==> src/sds_pkg.sv <==
// package for the sub-band dedispersion sum block
// holds field widths, default sizes, the command and register codes
// no dependencies
`timescale 1ns / 1ps
`default_nettype none

package sds_pkg;

    // default sizes for the top-level parameters
    localparam int NUM_CHANNELS_DEF = 1024;
    localparam int RING_DEPTH_DEF   = 512;
    localparam int MAX_BANDS_DEF    = 16;
    localparam int SAMPLE_BITS_DEF  = 16;

    // depth of the queue between front and back
    localparam int QUEUE_DEPTH = 4;

    // input beat fields
    localparam int CMD_W   = 2;
    localparam int ROW_W   = 9;
    localparam int CHAN_W  = 10;
    localparam int VALUE_W = 16;

    // result beat fields
    localparam int BAND_OUT_W = 4;
    localparam int SUM_W      = 26;

    // configuration registers
    localparam int CFG_IDX_W  = 2;
    localparam int CFG_DATA_W = 11;
    localparam int NB_W       = 5;
    localparam int CPB_REG_W  = 11;
    localparam int RR_W       = 10;

    // channels per band are capped at a fixed maximum
    localparam int CPB_MAX = 1024;
    localparam int CPB_W   = 10;

    // commands carried by an input beat
    typedef enum logic [CMD_W-1:0] {
        OP_WRITE   = 2'd0,
        OP_LOAD    = 2'd1,
        OP_COMPUTE = 2'd2
    } t_op;

    // configuration register indexes
    typedef enum logic [CFG_IDX_W-1:0] {
        CFG_NUM_BANDS = 2'd0,
        CFG_CPB       = 2'd1,
        CFG_RING_ROWS = 2'd2
    } t_cfg_idx;

endpackage

`default_nettype wire

==> src/sds_front.sv <==
// front end: takes input beats, range-checks and classifies them
// drops beats that change nothing and clamps delays; uses sds_pkg
`timescale 1ns / 1ps
`default_nettype none

module sds_front #(
    parameter int NUM_CHANNELS = sds_pkg::NUM_CHANNELS_DEF,
    parameter int RING_DEPTH   = sds_pkg::RING_DEPTH_DEF,
    parameter int SAMPLE_BITS  = sds_pkg::SAMPLE_BITS_DEF
) (
    input  logic                                i_in_valid,
    output logic                                o_in_stall,
    input  logic [sds_pkg::CMD_W-1:0]           i_command,
    input  logic [sds_pkg::ROW_W-1:0]           i_row,
    input  logic [sds_pkg::CHAN_W-1:0]          i_channel,
    input  logic [sds_pkg::VALUE_W-1:0]         i_value,
    input  logic                                i_ignore_flag,
    input  logic [$clog2(RING_DEPTH+1)-1:0]     i_rows,
    input  logic                                i_queue_full,
    input  logic                                i_clearing,
    output logic                                o_push,
    output sds_pkg::t_op                        o_op,
    output logic [$clog2(RING_DEPTH)-1:0]       o_row,
    output logic [$clog2(NUM_CHANNELS)-1:0]     o_chan,
    output logic [sds_pkg::VALUE_W-1:0]         o_value,
    output logic                                o_ignore
);

    localparam int RA_W  = $clog2(RING_DEPTH);
    localparam int CH_AW = $clog2(NUM_CHANNELS);

    logic w_accept;
    logic w_row_ok;
    logic w_chan_ok;
    logic w_keep;

    // hold off while the queue is full or the delay table is being cleared
    assign o_in_stall = i_queue_full || i_clearing;
    assign w_accept   = i_in_valid && !o_in_stall;

    // range checks against the live ring size and the channel count
    assign w_row_ok  = 32'(i_row) < 32'(i_rows);
    assign w_chan_ok = 32'(i_channel) < 32'(NUM_CHANNELS);

    // classify the beat and shape its value
    always_comb begin
        w_keep  = 1'b0;
        o_value = '0;
        case (i_command)
            sds_pkg::OP_WRITE: begin
                w_keep  = w_row_ok && w_chan_ok;
                o_value = sds_pkg::VALUE_W'(i_value[SAMPLE_BITS-1:0]);
            end
            sds_pkg::OP_LOAD: begin
                w_keep = w_chan_ok;
                if (32'(i_value) > 32'(RING_DEPTH - 1)) begin
                    o_value = sds_pkg::VALUE_W'(RING_DEPTH - 1);
                end else begin
                    o_value = i_value;
                end
            end
            sds_pkg::OP_COMPUTE: begin
                w_keep = 1'b1;
            end
            default: begin
                w_keep = 1'b0;
            end
        endcase
    end

    assign o_push   = w_accept && w_keep;
    assign o_op     = sds_pkg::t_op'(i_command);
    assign o_row    = RA_W'(i_row);
    assign o_chan   = CH_AW'(i_channel);
    assign o_ignore = i_ignore_flag;

endmodule

`default_nettype wire

==> config.mk <==
export PLATFORM = sky130hd
export DESIGN_NAME = sds_front
export DESIGN_NICKNAME = d
export VERILOG_FILES = /design/src/sds_pkg.sv /design/src/sds_front.sv
export SDC_FILE = /design/constraint.sdc
export NUM_CORES = 1
export LEC_CHECK = 0
export BUFFER_PORTS_ARGS = -buffer_cell sky130_fd_sc_hd__buf_2
export CORE_ASPECT_RATIO = 0.7
export CORE_MARGIN = 1.5
export CORE_UTILIZATION = 27
export DETAILED_ROUTE_END_ITERATION = 10
export GPL_ROUTABILITY_DRIVEN = 0
export PLACE_DENSITY = 0.8
export SLEW_MARGIN = 15
export SYNTH_ARGS = -nofsm -noshare
export SYNTH_HDL_FRONTEND = slang
export SYNTH_SLANG_ARGS = --single-unit
==> constraint.sdc <==
create_clock -name vclk -period 0.81
set_input_delay 0.0405 -clock vclk [all_inputs]
set_output_delay 0.0405 -clock vclk [all_outputs]
set_load 0.03 [all_outputs]
==> metrics.md, run 1 <==
| Metric | Value |
|---|---|
| Status | finished, violations left |
| Violated checks | setup timing |
| Final Max Tran Viols | 0 |
| DR vias | 788 |
| Setup TNS | -4.63 ns |
| Critical Path, Cell by Cell | buf_12, buf_12, inv_12, ha_4, o21ai_1, a211o_1, a31oi_4, buf_6 |
| GRT Residual Overflow | 0 |
| Most frequent cells in the layout | 48 x buf_2, 25 x buf_6, 18 x nor2_4 |
| Max-cap violations | 0 |
| Startpoint Class | input port |
| Wire per inst | ~12 um |
| Worst Path Arrival | 1.19 ns |
| Mapped Cells | approximately 90 |
| # port buffers | between 60 and 70 |
| GR Util met1 | 0.148 |
| Die ar. | about 2400 um2 |
| CP max FO | 3 |
| CP Capture Point | o_push |
| Row count | 13 |
| Die height | ~42 um |
| Global Route Usage Sum | 0.168 |
| Unrepaired setup endpoints after global routing | yes |
| Detailed Place HPWL | 1540 um |
| Hold WC Path Type | input port to output port |
| Fmax | 810 MHz |
| # IOs | between 90 and 100 |
| Pre-Repair DR Iteration Count | 2 |
| Initial core utilization | 0.300 |
| Commonest non-fill, non-tap cell in the layout | buf_2 |
| Core area | roughly 1900 um2 |
| Final wirelength | ~2100 um |
| Initial DRC count | 21 |
| Worst path required time | just under 0.8 ns |
| First-pass GRT wire length | 3290 um |
| WS Path Type | input port to output port |
| Seq Cell Count | 0 |
| Antenna diodes | 0 |
| Layout clock buffers | 0 |
| Final worst slack | -0.424 ns |
| Initial antenna violation count | 0 |
| Share of cells above drive strength 1 | 0.831 |
| Hold Fails Final Rpt | 0 |
| Synth-to-Final Area Change | 142% |
| Tightest Pin Transition | ~0.27 ns |
| Reg area | 0 um2 |
| Routing usage on met2 | 0.396 |
| Crit path top cell by count | buf_12 |
| Post-Layout Cell Count | 170 |
| Leakage | roughly 0.69 nW |
| DRC | 0 |
| Post-layout min period | ~1.2 ns |
| Syn nets | 150 |
| GR Util met3 | 0.0125 |
| Post-layout net count | between 200 and 250 |
| Critical Path Slowest Stage Cell | a211o_1 |
| Max-slew headroom | 0.820 |
| Largest net degree at the start of global routing | 8 |
| Cell variety after synth | 20 |
| Dpl cells | between 150 and 200 |
| Fin crit share | 1.52 |
| Critical path launch point | i_command[1] |
| Worst setup EP type | output port |
| Slowest stage delay, CP | 0.30 ns |
| Avg Cell Area, Syn | 6.60 um2 |
| YS warnings | 0 |
| Die W | 58.4 um |
| Pwr dens | between 600 and 700 nW/um2 |
| Sequential-to-total area share from yosys stat | 0 |
| Vias per Instance | 4.64 |
| Gr busiest metal | met2 |
| # setup viols final | 17 |
| ANT nets after route | 0 |
| Synth Cell Area | slightly below 600 um2 |
| Vias in the first global route | ~780 |
| Dpl ws | -0.584 ns |
| VDD IR max | roughly 0.00032 V |
-- worst max-delay path: cells and delay by family --
family / cells / cell delay, ns
buffers and inverters: 4 / 0.36
AOI/OAI and AO/OA: 3 / 0.52
adders and majority gates: 1 / 0.27
-- stage by stage --
step | instance area [um2] | util | hold slack, ns | power, mW
global placement | 1050 | 0.541 | 0.0812 | 0.669
finish | 1410 | 0.726 | 0.0810 | 0.936
CTS | 1340 | 0.692 | 0.0812 | 0.883
floorplan | 747 | - | 0.213 | 0.552
global route | 1410 | 0.726 | 0.0810 | 0.995
detailed placement | 1050 | 0.541 | 0.0812 | 0.692
-- layout make-up --
type	instances	area (um2)
inverters	10	52.6
well taps	22	27.5
repair buffers	82	662
fillers	138	531
multi-input cells	56	663
-- Yosys cell counts --
cell,n,area [um2]
nand3_1,2,10.0
inv_1,10,37.5
nor4b_2,1,15.0
a21o_1,1,7.51
nand2b_1,1,6.26
nor3_1,2,10.0
ha_1,11,138
a31oi_1,2,12.5
nor2_1,19,71.3
a21boi_2,1,11.3
o21ai_1,1,5.00
nand2_1,1,3.75
o21ai_0,1,5.00
a211o_1,1,8.76
a21oi_1,2,10.0
or2_1,1,6.26
buf_4,22,165
and2_1,7,43.8
nor4_1,1,6.26
a211oi_1,1,7.51
-- kinds of logic (layout without fill, tap and decap cells) --
logic type      after synthesis  in the layout  synth area share
simple gates                 35             35             0.297
buf+inv                      32             92             0.349
fa+ha+maj                    11             11             0.237
compound gates               10             10             0.116
-- how the worst min path moves through the flow --
stage	cells after the start	start	to	slack [ns]
final	0	i_channel[7]	o_chan[7]	0.08
after global routing	0	i_ignore_flag	o_ignore	0.08
after CTS	0	i_channel[4]	o_chan[4]	0.08
after detailed placement	0	i_channel[4]	o_chan[4]	0.08
after global placement	0	i_channel[4]	o_chan[4]	0.08
after floorplan	1	i_channel[0]	o_chan[0]	0.21
-- metal layers --
layer  vias up  share of wire  wire length [um]
met5         -              0                 0
met4         0          0.016                33
met3         6          0.092               196
met2        50           0.60              1270
met1       347           0.29               620
li1        385              -                 -
-- where the power goes --
part	internal, mW	leakage, nW	switching [mW]	total (mW)
Clock	0	0	0	0
Sequential	0	0	0	0
Combinational	0.458	0.685	0.477	0.936
-- repair_timing --
item                       4_1_cts  5_1_grt
buffers inserted                 4        0
gates resized for setup         70       11
setup endpoints to repair       17       17
hold buffers                     0        0
gates cloned                     1        0
pin swaps                       21       14
No activity file was read; power rests on OpenSTA's default activity.
==> inputs of run 2 (changes only) <==
--- a/config.mk
+++ b/config.mk
@@ -5,10 +5,11 @@
 export SDC_FILE = /design/constraint.sdc
 export NUM_CORES = 1
 export LEC_CHECK = 0
+export ABC_AREA = 1
 export BUFFER_PORTS_ARGS = -buffer_cell sky130_fd_sc_hd__buf_2
 export CORE_ASPECT_RATIO = 0.7
 export CORE_MARGIN = 1.5
-export CORE_UTILIZATION = 27
+export CORE_UTILIZATION = 29
 export DETAILED_ROUTE_END_ITERATION = 10
 export GPL_ROUTABILITY_DRIVEN = 0
 export PLACE_DENSITY = 0.8
==> run 2 against run 1 <==
Net effect:
- the flow still finishes with violations (setup timing)
- non-clock buffer count shrank 7
- sequential cell count is the same
- global-route usage shrank 0.27 points
- design area shrank 2.3%
- die area grew 4.4%
- first-iteration DRC count shrank 43%
- synthesized cell count grew 32%
- power shrank 9.1%
- core utilization shrank 8.4 points
- worst hold slack is the same
- routed wire length grew 5.3%
- via count grew 5.6%
- critical path type unchanged
- largest cell class unchanged
==> metrics.md, run 2 <==
| Metric | Value |
|---|---|
| Status | finished, violations left |
| Violated checks | setup timing |
| Initial DRC count | 12 (-43%) |
| Most area-hungry cell type in the Yosys netlist | buf_4 |
| Cell variety after synth | 14 (-30%) |
| First-pass GRT wire length | 3350 um (+1.7%) |
| Critical Path, Cell by Cell | buf_8, ha_4, nand2_2, nand2_2, a21oi_2, nand2_1, nand2_1, nand2_2, a21oi_4, buf_6 |
| Synth-to-Final Area Change | 110% |
| Largest net degree at the start of global routing | 8 (unchanged) |
| Initial core utilization | 0.306 (+0.00568) |
| WS Path Type | input port to output port |
| Final worst slack | -0.298 ns (+0.126 ns) |
| Design Area, Final | 1370 um2 (-2.3%) |
| Pre-Repair DR Iteration Count | 3 (+1) |
| Avg Cell Area, Syn | 5.63 um2 (-15%) |
| Worst Path Arrival | 1.07 ns (-0.12 ns) |
| Post-Place Cell Area | 973 um2 (-7.0%) |
| Reg area | 0 um2 (unchanged) |
| Initial antenna violation count | 0 (unchanged) |
| Final wirelength | 2240 um (+5.3%) |
| Sequential-to-total area share from yosys stat | 0 (unchanged) |
| Post-layout net count | 234 (+10%) |
| Cts hold-fix bufs | 0 (unchanged) |
| Worst path required time | 0.77 ns (about the same) |
| Most frequent cells in the layout | 42 x buf_2, 24 x buf_6, 19 x inv_1 |
| Dpl cells | 200 (+20%) |
| Core Util, Final | 0.642 (-0.0836) |
| Vias in the first global route | 809 (+4.3%) |
| Tightest Pin Transition | 0.229 ns (-0.0399 ns) |
| Global Route Usage Sum | 0.165 (-0.00273) |
| GRT Residual Overflow | 0 (unchanged) |
| Pwr dens | 620 nW/um2 (-6.9%) |
| Slowest stage delay, CP | 0.23 ns (-0.07 ns) |
| DRC | 0 (unchanged) |
| CP max FO | 2 (-1) |
| Share of cells above drive strength 1 | 0.747 (-0.0840) |
| Hold WC Path Type | input port to output port |
| Crit path top cell by count | nand2_2 |
| Unrepaired setup endpoints after global routing | yes |
| # port buffers | 69 (unchanged) |
| Core area | 2140 um2 (+10%) |
| Commonest non-fill, non-tap cell in the layout | buf_2 |
| Fin crit share | 1.37 (-0.155) |
| Worst setup EP type | output port |
| Tot Pwr | 0.851 mW (-9.1%) |
| Synth area leaders | buf_4 25%, ha_1 21%, inv_1 18% |
| Count leader, synth | inv_1 |
| Max-slew headroom | 0.847 (+0.0276) |
| Mapped Cells | 116 (+32%) |
| Fmax | 902 MHz (+11%) |
| Vias per Instance | 4.12 (-11%) |
| Layout clock buffers | 0 (unchanged) |
| Post-layout min period | 1.11 ns (-0.126 ns) |
| VDD IR max | 0.000226 V (-30%) |
| Antenna diodes | 0 (unchanged) |
| Die height | 42.7 um (+2.2%) |
| Hold Fails Final Rpt | 0 (unchanged) |
| DR vias | 832 (+5.6%) |
| CP bufs+invs | 2 (-2) |
| List of most frequent post-synthesis cells | 32 x inv_1, 25 x nand2_1, 22 x buf_4 |
| # setup viols final | 17 (unchanged) |
| Row count | 14 (+1) |
| YS warnings | 0 (unchanged) |
| Startpoint Class | input port |
| Die ar. | 2550 um2 (+4.4%) |
| Max-cap violations | 0 (unchanged) |
| Worst Hold Slack | 0.0810 ns (unchanged) |
| Critical Path Slowest Stage Cell | ha_4 |
| Detailed Place HPWL | 1450 um (-5.9%) |
| CP top delay family | simple AND/OR/NAND/NOR gates |
| Post-Layout Cell Count | 202 (+19%) |
| Yosys top cell area share | 0.253 (-0.0316) |
| Wire per inst | 11.1 um (-11%) |
| Die W | 59.7 um (+2.2%) |
| Syn nets | 178 (+19%) |
| Seq Cell Count | 0 (unchanged) |
| # IOs | 91 (unchanged) |
| Synth Cell Area | 653 um2 (+12%) |
| ANT nets after route | 0 (unchanged) |
| Final Max Tran Viols | 0 (unchanged) |
| Leakage | 0.776 nW (+13%) |
## run 2: timing repair
item / 4_1_cts / 5_1_grt
setup buffers: 1 / 0
setup endpoints to repair: 17 / 17
cloned: 2 / 0
pin swaps: 19 / 15
hold endpoints to repair: 0 / 0
gates resized for setup: 83 / 26
## run 2: stage by stage
step                      setup slack (ns)  TNS, ns
after floorplan                     -0.159    -1.42
after global placement              -0.401    -3.48
after detailed placement            -0.406    -3.66
after CTS                           -0.299    -1.76
after global routing                -0.383    -2.21
final                               -0.298    -1.59
## run 2: power breakdown
group / internal [mW] / leakage (nW) / switching (mW)
combinational: 0.381 / 0.776 / 0.470
sequential: 0 / 0 / 0
clock: 0 / 0 / 0
total: 0.381 / 0.776 / 0.470
## run 2: final cells by class
| class | instances | area (um2) |
|---|---|---|
| Fill cell | 188 | 764 |
| Timing Repair Buffer | 75 | 591 |
| Multi-Input combinational cell | 61 | 599 |
| Tap cell | 32 | 40.0 |
| Inverter | 34 | 143 |
## run 2: cell families after synthesis
group | after synthesis | share of synthesized area
AOI/OAI and AO/OA | 12 | 0.0920
and+or+nand+nor | 36 | 0.232
adders and majority gates | 11 | 0.211
buffers and inverters | 57 | 0.466
## run 2: per-layer routing
metal  vias up  wire length, um  track usage
met5         -                0            0
met4         0                0       0.0178
met3         0               71       0.0183
met2        20             1260        0.315
met1       378              906        0.200
li1        434                -            -
## run 2: final timing paths
path          from   endpoint  cells past startpoint
min   i_channel[0]  o_chan[0]                      0
max       i_row[3]     o_push                     10
