--- config.mk ---
export PLATFORM = sky130hd
export DESIGN_NAME = sds_queue
export DESIGN_NICKNAME = d
export VERILOG_FILES = /design/src/sds_queue.sv
export SDC_FILE = /design/constraint.sdc
export NUM_CORES = 1
export LEC_CHECK = 0
export BUFFER_PORTS_ARGS = -buffer_cell sky130_fd_sc_hd__buf_4
export CAP_MARGIN = 20
export CORE_MARGIN = 3
export CORE_UTILIZATION = 50
export CTS_BUF_LIST = sky130_fd_sc_hd__clkbuf_8
export DETAILED_ROUTE_END_ITERATION = 12
export MAX_ROUTING_LAYER = met4
export PLACE_DENSITY = 0.74
export SLEW_MARGIN = 20
export SYNTH_ARGS = -nofsm -noshare
export SYNTH_HDL_FRONTEND = slang
export SYNTH_SLANG_ARGS = --single-unit
--- constraint.sdc ---
create_clock -name i_clk -period 2.05 [get_ports i_clk]
set_input_delay 0.41 -clock i_clk [delete_from_list [all_inputs] [get_ports i_clk]]
set_output_delay 0.41 -clock i_clk [all_outputs]
set_load 0.01 [all_outputs]
--- src/sds_queue.sv ---
// short first-in first-out queue between the front and back ends
// register based, one push and one pop per cycle; no package use
`timescale 1ns / 1ps
`default_nettype none

module sds_queue #(
    parameter int WIDTH = 8,
    parameter int DEPTH = 4
) (
    input  logic             i_clk,
    input  logic             i_rst_n,
    input  logic             i_push,
    input  logic [WIDTH-1:0] i_data,
    output logic             o_full,
    output logic             o_valid,
    output logic [WIDTH-1:0] o_data,
    input  logic             i_pop
);

    localparam int PTR_W = (DEPTH > 1) ? $clog2(DEPTH) : 1;
    localparam int CNT_W = $clog2(DEPTH + 1);

    logic [WIDTH-1:0] r_mem [DEPTH];
    logic [PTR_W-1:0] r_wr_ptr;
    logic [PTR_W-1:0] r_rd_ptr;
    logic [CNT_W-1:0] r_count;
    logic             w_push;
    logic             w_pop;

    assign o_full  = 32'(r_count) == DEPTH;
    assign o_valid = r_count != '0;
    assign o_data  = r_mem[r_rd_ptr];
    assign w_push  = i_push && !o_full;
    assign w_pop   = i_pop && o_valid;

    // storage
    always_ff @(posedge i_clk) begin
        if (w_push) begin
            r_mem[r_wr_ptr] <= i_data;
        end
    end

    // pointers and fill count
    always_ff @(posedge i_clk) begin
        if (!i_rst_n) begin
            r_wr_ptr <= '0;
            r_rd_ptr <= '0;
            r_count  <= '0;
        end else begin
            if (w_push) begin
                r_wr_ptr <= (32'(r_wr_ptr) == DEPTH - 1) ? '0 : r_wr_ptr + PTR_W'(1);
            end
            if (w_pop) begin
                r_rd_ptr <= (32'(r_rd_ptr) == DEPTH - 1) ? '0 : r_rd_ptr + PTR_W'(1);
            end
            if (w_push && !w_pop) begin
                r_count <= r_count + CNT_W'(1);
            end else if (w_pop && !w_push) begin
                r_count <= r_count - CNT_W'(1);
            end
        end
    end

endmodule

`default_nettype wire

==> metrics.csv, run 1 <==
metric;value;unit
WP data required;2.27;ns
fin crit share;97.0;%
post-CTS sizing;2;
worst skew pair latency;0.29;ns
Post-layout nets;140;
drt pass-1 iters;4;
Slew Viols, Final;0;
Placer Congestion;0.703;
Slew @ Worst Pin;0.444;ns
unrepaired setup endpoints after global routing;false;
I/O pin count;22;
CTS tree;yes;
crit path max fanout;5;
1st-iter DRT viols;21;
Row Count;20;
total number of vias;854;
FF+latch count, synth;41;
post-synth top area cell;edfxtp_1;
P&R area growth vs syn;21.4;%
total grt overflow;0;
multi-input logic area;473;sq um
Filler cells;237;
Non-Filler Cell Area, Final;0.00198;sq mm
syn avg cell area;17.6;sq um
Final Critical Period;1.99;ns
Clock power frac;26.2;%
Die Ht;63.1;um
Clock transition at path regs;0.08;ns
Synth Instances;93;
post-synth cell types;23;
fraction of layout cells with a size suffix above 1;39.3;%
sw power;646;uW
Starting Density;53.0;%
most common cell after layout, fill and taps aside;edfxtp_1;
maxcap violations;0;
die area;0.00399;sq mm
critical path startpoint category;flop;
max_slew headroom;70.4;%
antenna viol nets, final;0;
Vias/cell;5.14;
register area;0.00114;sq mm
Internal Power;1760;uW
kind of critical path;reg2reg;
CTS Buffer Depth;2;
gr usage total;15.2;%
ranking of synthesized cells by area;edfxtp_1 59%, dfxtp_1 11%, mux4_2 11%;
H-tree Lvls;2;
FMAX;0.503;GHz
Final setup viols;0;
Num CTS Buffers;5;
first-pass GRT wire length;4160;um
Root Driver;clkbuf_8;
Comb pwr share;28.0;%
number of global-route vias before repair;881;
Final Util;64.4;%
Sequential Power Share;45.8;%
final hold viol count;0;
DRC violations left;0;
largest net degree at the start of global routing;14;
hold crit path type;in2reg;
top cell type's share of synthesized area;58.9;%
yosys warns;0;
Leakage;0.000724;uW
Seq/Total Area, Yosys;69.9;%
initial antenna violation count;0;
CTS hold repair buffers;0;
PortBufs;21;
core area;0.00308;sq mm
outcome;finished, final reports clean;
Switching Share;26.8;%
placed cell area;0.00186;sq mm
Peak VDD IR;0.798;mV
Routed wire per std cell;15.4;um
most frequent cells in the layout;32 x edfxtp_1, 25 x buf_4, 8 x mux4_2, 6 x nand2_1, 6 x dfxtp_1;
ANT cells;0;
Post-CTS Setup Repair Bufs;0;
Mapped Area;0.00163;sq mm
total wire length;2560;um
CTS sink count;41;
PwrDens;1220;mW/mm^2
crit path capture type;flop;
Die W;63.1;um
worst path arrival time;2.21;ns
worst clock skew;0.00685;ns
HPWL after DPL;1780;um
synthesized net count;112;
critical path: stages (launching register included):
cell and delay [ns]:
dfxtp_2 0.35, nor3b_2 0.17, nor2b_2 0.16, ha_2 0.20, inv_1 0.05, fa_1 0.37, xor2_1 0.16, or3_1 0.31
a21boi_1 0.15
layout make-up:
cell class | instances | share of cell area, %
Clock buffer | 5 | 3.47
Clock inverter | 3 | 2.08
Inverter | 3 | 0.568
Multi-Input combinational cell | 45 | 23.9
Sequential cell | 41 | 57.8
Tap cell | 44 | 2.78
Timing Repair Buffer | 25 | 9.47
power groups by stage:
stage	sequential, uW	clock (uW)	combinational [uW]
CTS	1100	640	682
floorplan	1090	0	429
detailed placement	1120	0	675
global placement	1110	0	657
finish	1100	630	675
global route	1120	677	750
sequential cells by signal (all words and copies together), names as in the netlist, named ones only:
| register | cells |
|---|---|
| r_mem | 32 |
| r_rd_ptr | 2 |
| r_wr_ptr | 2 |
| r_count | 3 |
stage by stage:
step | total power, uW | setup WS [ns] | setup TNS (ns) | instances | hold WS [ns]
floorplan | 1520 | 0.0266 | 0 | 93 | 0.468
global placement | 1770 | 0.126 | 0 | 158 | 0.488
detailed placement | 1790 | -0.0329 | -0.0329 | 158 | 0.504
CTS | 2420 | 0.0335 | 0 | 166 | 0.307
global route | 2550 | 0.0134 | 0 | 166 | 0.299
finish | 2410 | 0.0612 | 0 | 166 | 0.313
worst paths after layout:
path          startpoint     endpoint  slack [ns]  depth (start not counted)
max           r_count[2]   r_count[2]        0.06                          8
min            i_data[0]  r_mem[1][0]        0.31                          1
max reg2reg   r_count[2]   r_count[2]        0.06                          8
min reg2reg  r_wr_ptr[1]  r_wr_ptr[1]        0.51                          2
cell families after synthesis:
| logic type | after synthesis | synth area share (%) |
|---|---|---|
| buf+inv | 7 | 1.76 |
| compound gates | 5 | 1.84 |
| flops | 41 | 69.9 |
| xor+xnor | 2 | 1.07 |
| mux | 11 | 12.9 |
| simple gates | 20 | 6.74 |
| fa+ha+maj | 7 | 5.82 |
per-layer routing:
layer	vias up	wire length [um]	global-route usage, %
li1	403	-	-
met1	429	1030	17.0
met2	15	1380	24.2
met3	7	93	4.10
met4	0	60	9.09
met5	-	0	-
Yosys cell counts:
library cell  number
edfxtp_1          32
dfxtp_1            9
mux4_2             8
ha_1               6
nand2_1            6
and2_1             5
inv_1              3
mux2i_1            3
o21ai_0            3
buf_2              2
nand3_1            2
nor2_1             2
nor2b_1            2
a21boi_0           1
buf_1              1
clkbuf_1           1
fa_1               1
nor3b_2            1
o31ai_1            1
or3_1              1
or3_2              1
xnor2_1            1
xor2_1             1
(Power assumes the default switching activity.)
==> inputs of run 2 (changes only) <==
--- a/config.mk
+++ b/config.mk
@@ -12,7 +12,7 @@
 export CTS_BUF_LIST = sky130_fd_sc_hd__clkbuf_8
 export DETAILED_ROUTE_END_ITERATION = 12
 export MAX_ROUTING_LAYER = met4
-export PLACE_DENSITY = 0.74
+export PLACE_DENSITY = 0.71
 export SLEW_MARGIN = 20
 export SYNTH_ARGS = -nofsm -noshare
 export SYNTH_HDL_FRONTEND = slang
==> constraint.sdc (replaced) <==
create_clock -name i_clk -period 2.2 [get_ports i_clk]
set_input_delay 0.44 -clock i_clk [delete_from_list [all_inputs] [get_ports i_clk]]
set_output_delay 0.44 -clock i_clk [all_outputs]
set_load 0.01 [all_outputs]
==> run 2 against run 1 <==
Effect of this change: non-clock buffer count down 1; via count down 3.9%; worst hold slack better by 0.044 ns; register-to-register slack better by 0.06 ns; core utilization down 0.81 points; combinational power down 9.9%; sequential cell count unchanged; clock skew down 0.0050 ns; first-iteration DRC count up 86%; die area unchanged; highest routed layer unchanged.
==> metrics.csv, run 2 (synthesis results as in run 1) <==
metric;value;unit
most frequent cells in the layout;32 x edfxtp_1, 24 x buf_4, 9 x dfxtp_1, 8 x mux4_2, 7 x clkbuf_8;
fin crit share;94.6;%
Leakage;0.000720;uW
hold crit path type;in2reg;
Slew @ Worst Pin;0.441;ns
unrepaired setup endpoints after global routing;false;
gr usage total;14.9;%
Filler cells;234;
crit path capture type;flop;
1st-iter DRT viols;39;
fraction of layout cells with a size suffix above 1;35.5;%
CTS hold repair buffers;0;
PwrDens;1100;mW/mm^2
total wire length;2500;um
crit path max fanout;5;
ANT cells;0;
worst slack, placed;0.0897;ns
max FFs per register;32;
final setup TNS;0;ns
Top reg by flops;r_mem;
CTS sink count;41;
Final Total Pwr;2150;uW
PortBufs;21;
P&R area growth vs syn;19.8;%
critical path's top delay family;adder cells;
multi-input logic area;468;sq um
worst setup margin;0.119;ns
total grt overflow;0;
Starting Density;53.0;%
drt pass-1 iters;4;
first-pass GRT wire length;4200;um
Peak VDD IR;0.649;mV
worst path arrival time;2.29;ns
max_slew headroom;70.6;%
Bufs and invs on worst path;1;
Row Count;20;
Final Hold Slack;0.357;ns
H-tree Lvls;2;
HPWL after DPL;1770;um
Die W;63.1;um
FMAX;0.481;GHz
antenna viol nets, final;0;
number of global-route vias before repair;862;
maxcap violations;0;
most common cell after layout, fill and taps aside;edfxtp_1;
Root Driver;clkbuf_8;
core area;0.00308;sq mm
Final setup viols;0;
I/O pin count;22;
worst skew pair latency;0.28;ns
worst clock skew;0.00189;ns
Slew Viols, Final;0;
Die Ht;63.1;um
CTS Buffer Depth;2;
Num CTS Buffers;5;
Routed wire per std cell;15.1;um
final hold viol count;0;
Placer Congestion;0.740;
placed cell area;0.00185;sq mm
CP Cell Sequence;nor3b_2 -> nor2b_1 -> ha_1 -> inv_1 -> fa_1 -> xor2_1 -> or3_1 -> a21boi_0;
Max stage delay on crit path;0.46;ns
outcome;finished, final reports clean;
initial antenna violation count;0;
critical path startpoint category;flop;
total number of vias;821;
Final Critical Period;2.08;ns
Worst path slowest cell;dfxtp_1;
largest net degree at the start of global routing;13;
DRC violations left;0;
Clock transition at path regs;0.07;ns
Vias/cell;4.98;
register area;0.00114;sq mm
Non-Filler Cell Area, Final;0.00196;sq mm
Regs by FF count;r_mem (32), r_count (3);
kind of critical path;reg2reg;
die area;0.00399;sq mm
Post-layout nets;139;
WP data required;2.41;ns
CTS tree;yes;
==> run 2: path summary, 6_finish.rpt <==
| path | from | endpoint | slack, ns | cells past startpoint |
|---|---|---|---|---|
| min | i_data[3] | r_mem[1][3] | 0.36 | 1 |
| max reg2reg | r_count[0] | r_count[2] | 0.12 | 8 |
| max | r_count[0] | r_count[2] | 0.12 | 8 |
| min reg2reg | r_wr_ptr[1] | r_wr_ptr[1] | 0.51 | 2 |
==> run 2: final cells by class <==
class	instances	area share, %
sequential	41	58.3
inverter	3	0.575
tap	44	2.81
multi-input combinational	45	23.9
clock buffer	7	4.92
clock inverter	1	0.256
timing repair buffer	24	9.21
==> run 2: stage by stage <==
step	util [%]	cells
finish	63.6	165
global route	63.6	165
CTS	63.4	165
detailed placement	60.1	157
global placement	60.1	157
floorplan	-	93
==> run 2: repair_timing <==
action	in CTS	in global routing
endpoints found under the setup margin	0	1
buffers inserted	0	0
resized for setup	0	1
==> run 2: layer usage <==
metal | vias to the layer above | GRT usage (%) | part of all wire (%)
met2 | 16 | 23.8 | 53
met1 | 398 | 18.0 | 42
met4 | 0 | 5.79 | 1.5
met5 | - | - | 0
li1 | 401 | - | -
met3 | 6 | 4.10 | 3.6
==> run 2: power by group <==
group	total (uW)	switching (uW)	internal (uW)	leakage (uW)
clock	518	234	283	0.0000542
sequential	1030	72.0	953	0.000367
combinational	608	271	337	0.000299
==> inputs of run 3 (changes only) <==
--- a/config.mk
+++ b/config.mk
@@ -12,7 +12,7 @@
 export CTS_BUF_LIST = sky130_fd_sc_hd__clkbuf_8
 export DETAILED_ROUTE_END_ITERATION = 12
 export MAX_ROUTING_LAYER = met4
-export PLACE_DENSITY = 0.71
+export PLACE_DENSITY = 0.79
 export SLEW_MARGIN = 20
 export SYNTH_ARGS = -nofsm -noshare
 export SYNTH_HDL_FRONTEND = slang
==> run 3 against run 2 <==
Effect of this change: largest power group unchanged; largest cell class unchanged; die area unchanged; setup slack better by 0.056 ns; via count up 3.0%; clock skew up 0.0071 ns; critical endpoint unchanged.
==> metrics.csv, run 3 (synthesis results as in run 1) <==
metric;value;unit
worst skew pair latency;0.28;ns
Top reg by flops;r_mem;
Bufs and invs on worst path;1;
max_slew headroom;71.1;%
CP Depth;8;
Peak VDD IR;0.496;mV
most common cell after layout, fill and taps aside;edfxtp_1;
first-pass GRT wire length;4150;um
Non-Filler Instances;166;
Num CTS Buffers;5;
PortBufs;21;
Placed Instances;158;
die area;0.00399;sq mm
Die Ht;63.1;um
Clock transition at path regs;0.08;ns
total wire length;2570;um
CTS sink count;41;
Routed wire per std cell;15.5;um
1st-iter DRT viols;39;
fraction of layout cells with a size suffix above 1;34.4;%
final setup TNS;0;ns
crit path max fanout;5;
HPWL after DPL;1830;um
CTS hold repair buffers;0;
Vias/cell;5.10;
placed cell area;0.00186;sq mm
WP data required;2.41;ns
kind of critical path;reg2reg;
Critical Path End;r_count[2];
worst slack, placed;0.127;ns
Max stage delay on crit path;0.45;ns
worst clock skew;0.00895;ns
worst reg2reg endpoint;r_count[2];
initial antenna violation count;0;
Final Hold Slack;0.353;ns
r2r worst-path depth;8;
CP Cell Sequence;nor3b_2 -> nor2b_1 -> ha_1 -> inv_1 -> fa_1 -> xor2_1 -> or3_1 -> a21boi_0;
Filler cells;238;
most frequent cells in the layout;32 x edfxtp_1, 25 x buf_4, 8 x mux4_2, 8 x dfxtp_1;
Placer Congestion;0.726;
outcome;finished, final reports clean;
Row Count;20;
Worst path slowest cell;dfxtp_1;
core area;0.00308;sq mm
PwrDens;1080;mW/mm^2
gr usage total;14.8;%
worst path arrival time;2.23;ns
P&R area growth vs syn;19.1;%
DRC violations left;0;
antenna viol nets, final;0;
Die W;63.1;um
Post-layout nets;140;
CP startpoint;r_count[1];
Regs by FF count;r_mem (32), r_count (3);
crit path capture type;flop;
r2r setup slk;0.17;ns
ANT cells;0;
largest net degree at the start of global routing;13;
critical path's top delay family;adder cells;
final hold viol count;0;
Starting Density;53.0;%
CTS Buffer Depth;2;
maxcap violations;0;
max FFs per register;32;
number of global-route vias before repair;841;
Leakage;0.000720;uW
R2R Path Start;r_count[1];
Slew @ Worst Pin;0.434;ns
CTS tree;yes;
Root Driver;clkbuf_8;
total number of vias;846;
Final Critical Period;2.03;ns
hold crit path type;in2reg;
Slew Viols, Final;0;
critical path startpoint category;flop;
FMAX;0.494;GHz
fin crit share;92.1;%
total grt overflow;0;
worst setup margin;0.175;ns
unrepaired setup endpoints after global routing;false;
drt pass-1 iters;4;
I/O pin count;22;
H-tree Lvls;2;
Final setup viols;0;
Non-Filler Cell Area, Final;0.00194;sq mm
-- run 3: layout make-up --
cell class | count | area [sq um] | area share (%)
Sequential cell | 41 | 1140 | 58.8
Clock inverter | 3 | 11.3 | 0.579
Timing Repair Buffer | 25 | 188 | 9.65
Multi-Input combinational cell | 45 | 468 | 24.1
Tap cell | 44 | 55.1 | 2.83
Clock buffer | 5 | 68.8 | 3.54
Inverter | 3 | 11.3 | 0.579
-- run 3: worst register-to-register path, delay by kind of cell, from the launching register on --
| kind | cells | cell delay [ns] |
|---|---|---|
| AOI/OAI and AO/OA | 1 | 0.16 |
| xor gates and xnor gates | 1 | 0.16 |
| adders and majority gates | 2 | 0.58 |
| buffers and inverters | 1 | 0.06 |
| DFF | 1 | 0.45 |
| and+or+nand+nor | 3 | 0.55 |
-- run 3: report_power, final --
group	internal, uW	switching (uW)
Clock	211	228
Combinational	348	276
Sequential	955	75.1
-- run 3: routing by layer --
metal	global-route usage, %	wire, um
met3	4.81	115
met1	16.9	1050
met4	7.44	59
met2	23.6	1350
met5	-	0
-- run 3: worst min-delay path by stage --
stage / from / end / depth (start not counted)
floorplan: r_wr_ptr[1] / r_wr_ptr[1] / 2
global placement: r_wr_ptr[1] / r_wr_ptr[1] / 2
detailed placement: r_wr_ptr[0] / r_wr_ptr[0] / 2
CTS: i_data[6] / r_mem[0][6] / 1
global route: i_data[5] / r_mem[2][5] / 1
finish: i_data[6] / r_mem[0][6] / 1
-- run 3: repair_timing --
item / 4_1_cts / 5_1_grt
gates resized for setup: 0 / 2
setup buffers: 0 / 0
endpoints found under the setup margin: 0 / 1
-- run 3: through the flow --
step / util, % / power, uW
CTS: 63.0 / 2100
finish: 63.2 / 2090
global placement: 60.4 / 1640
detailed placement: 60.4 / 1670
floorplan: - / 1410
global route: 63.2 / 2210
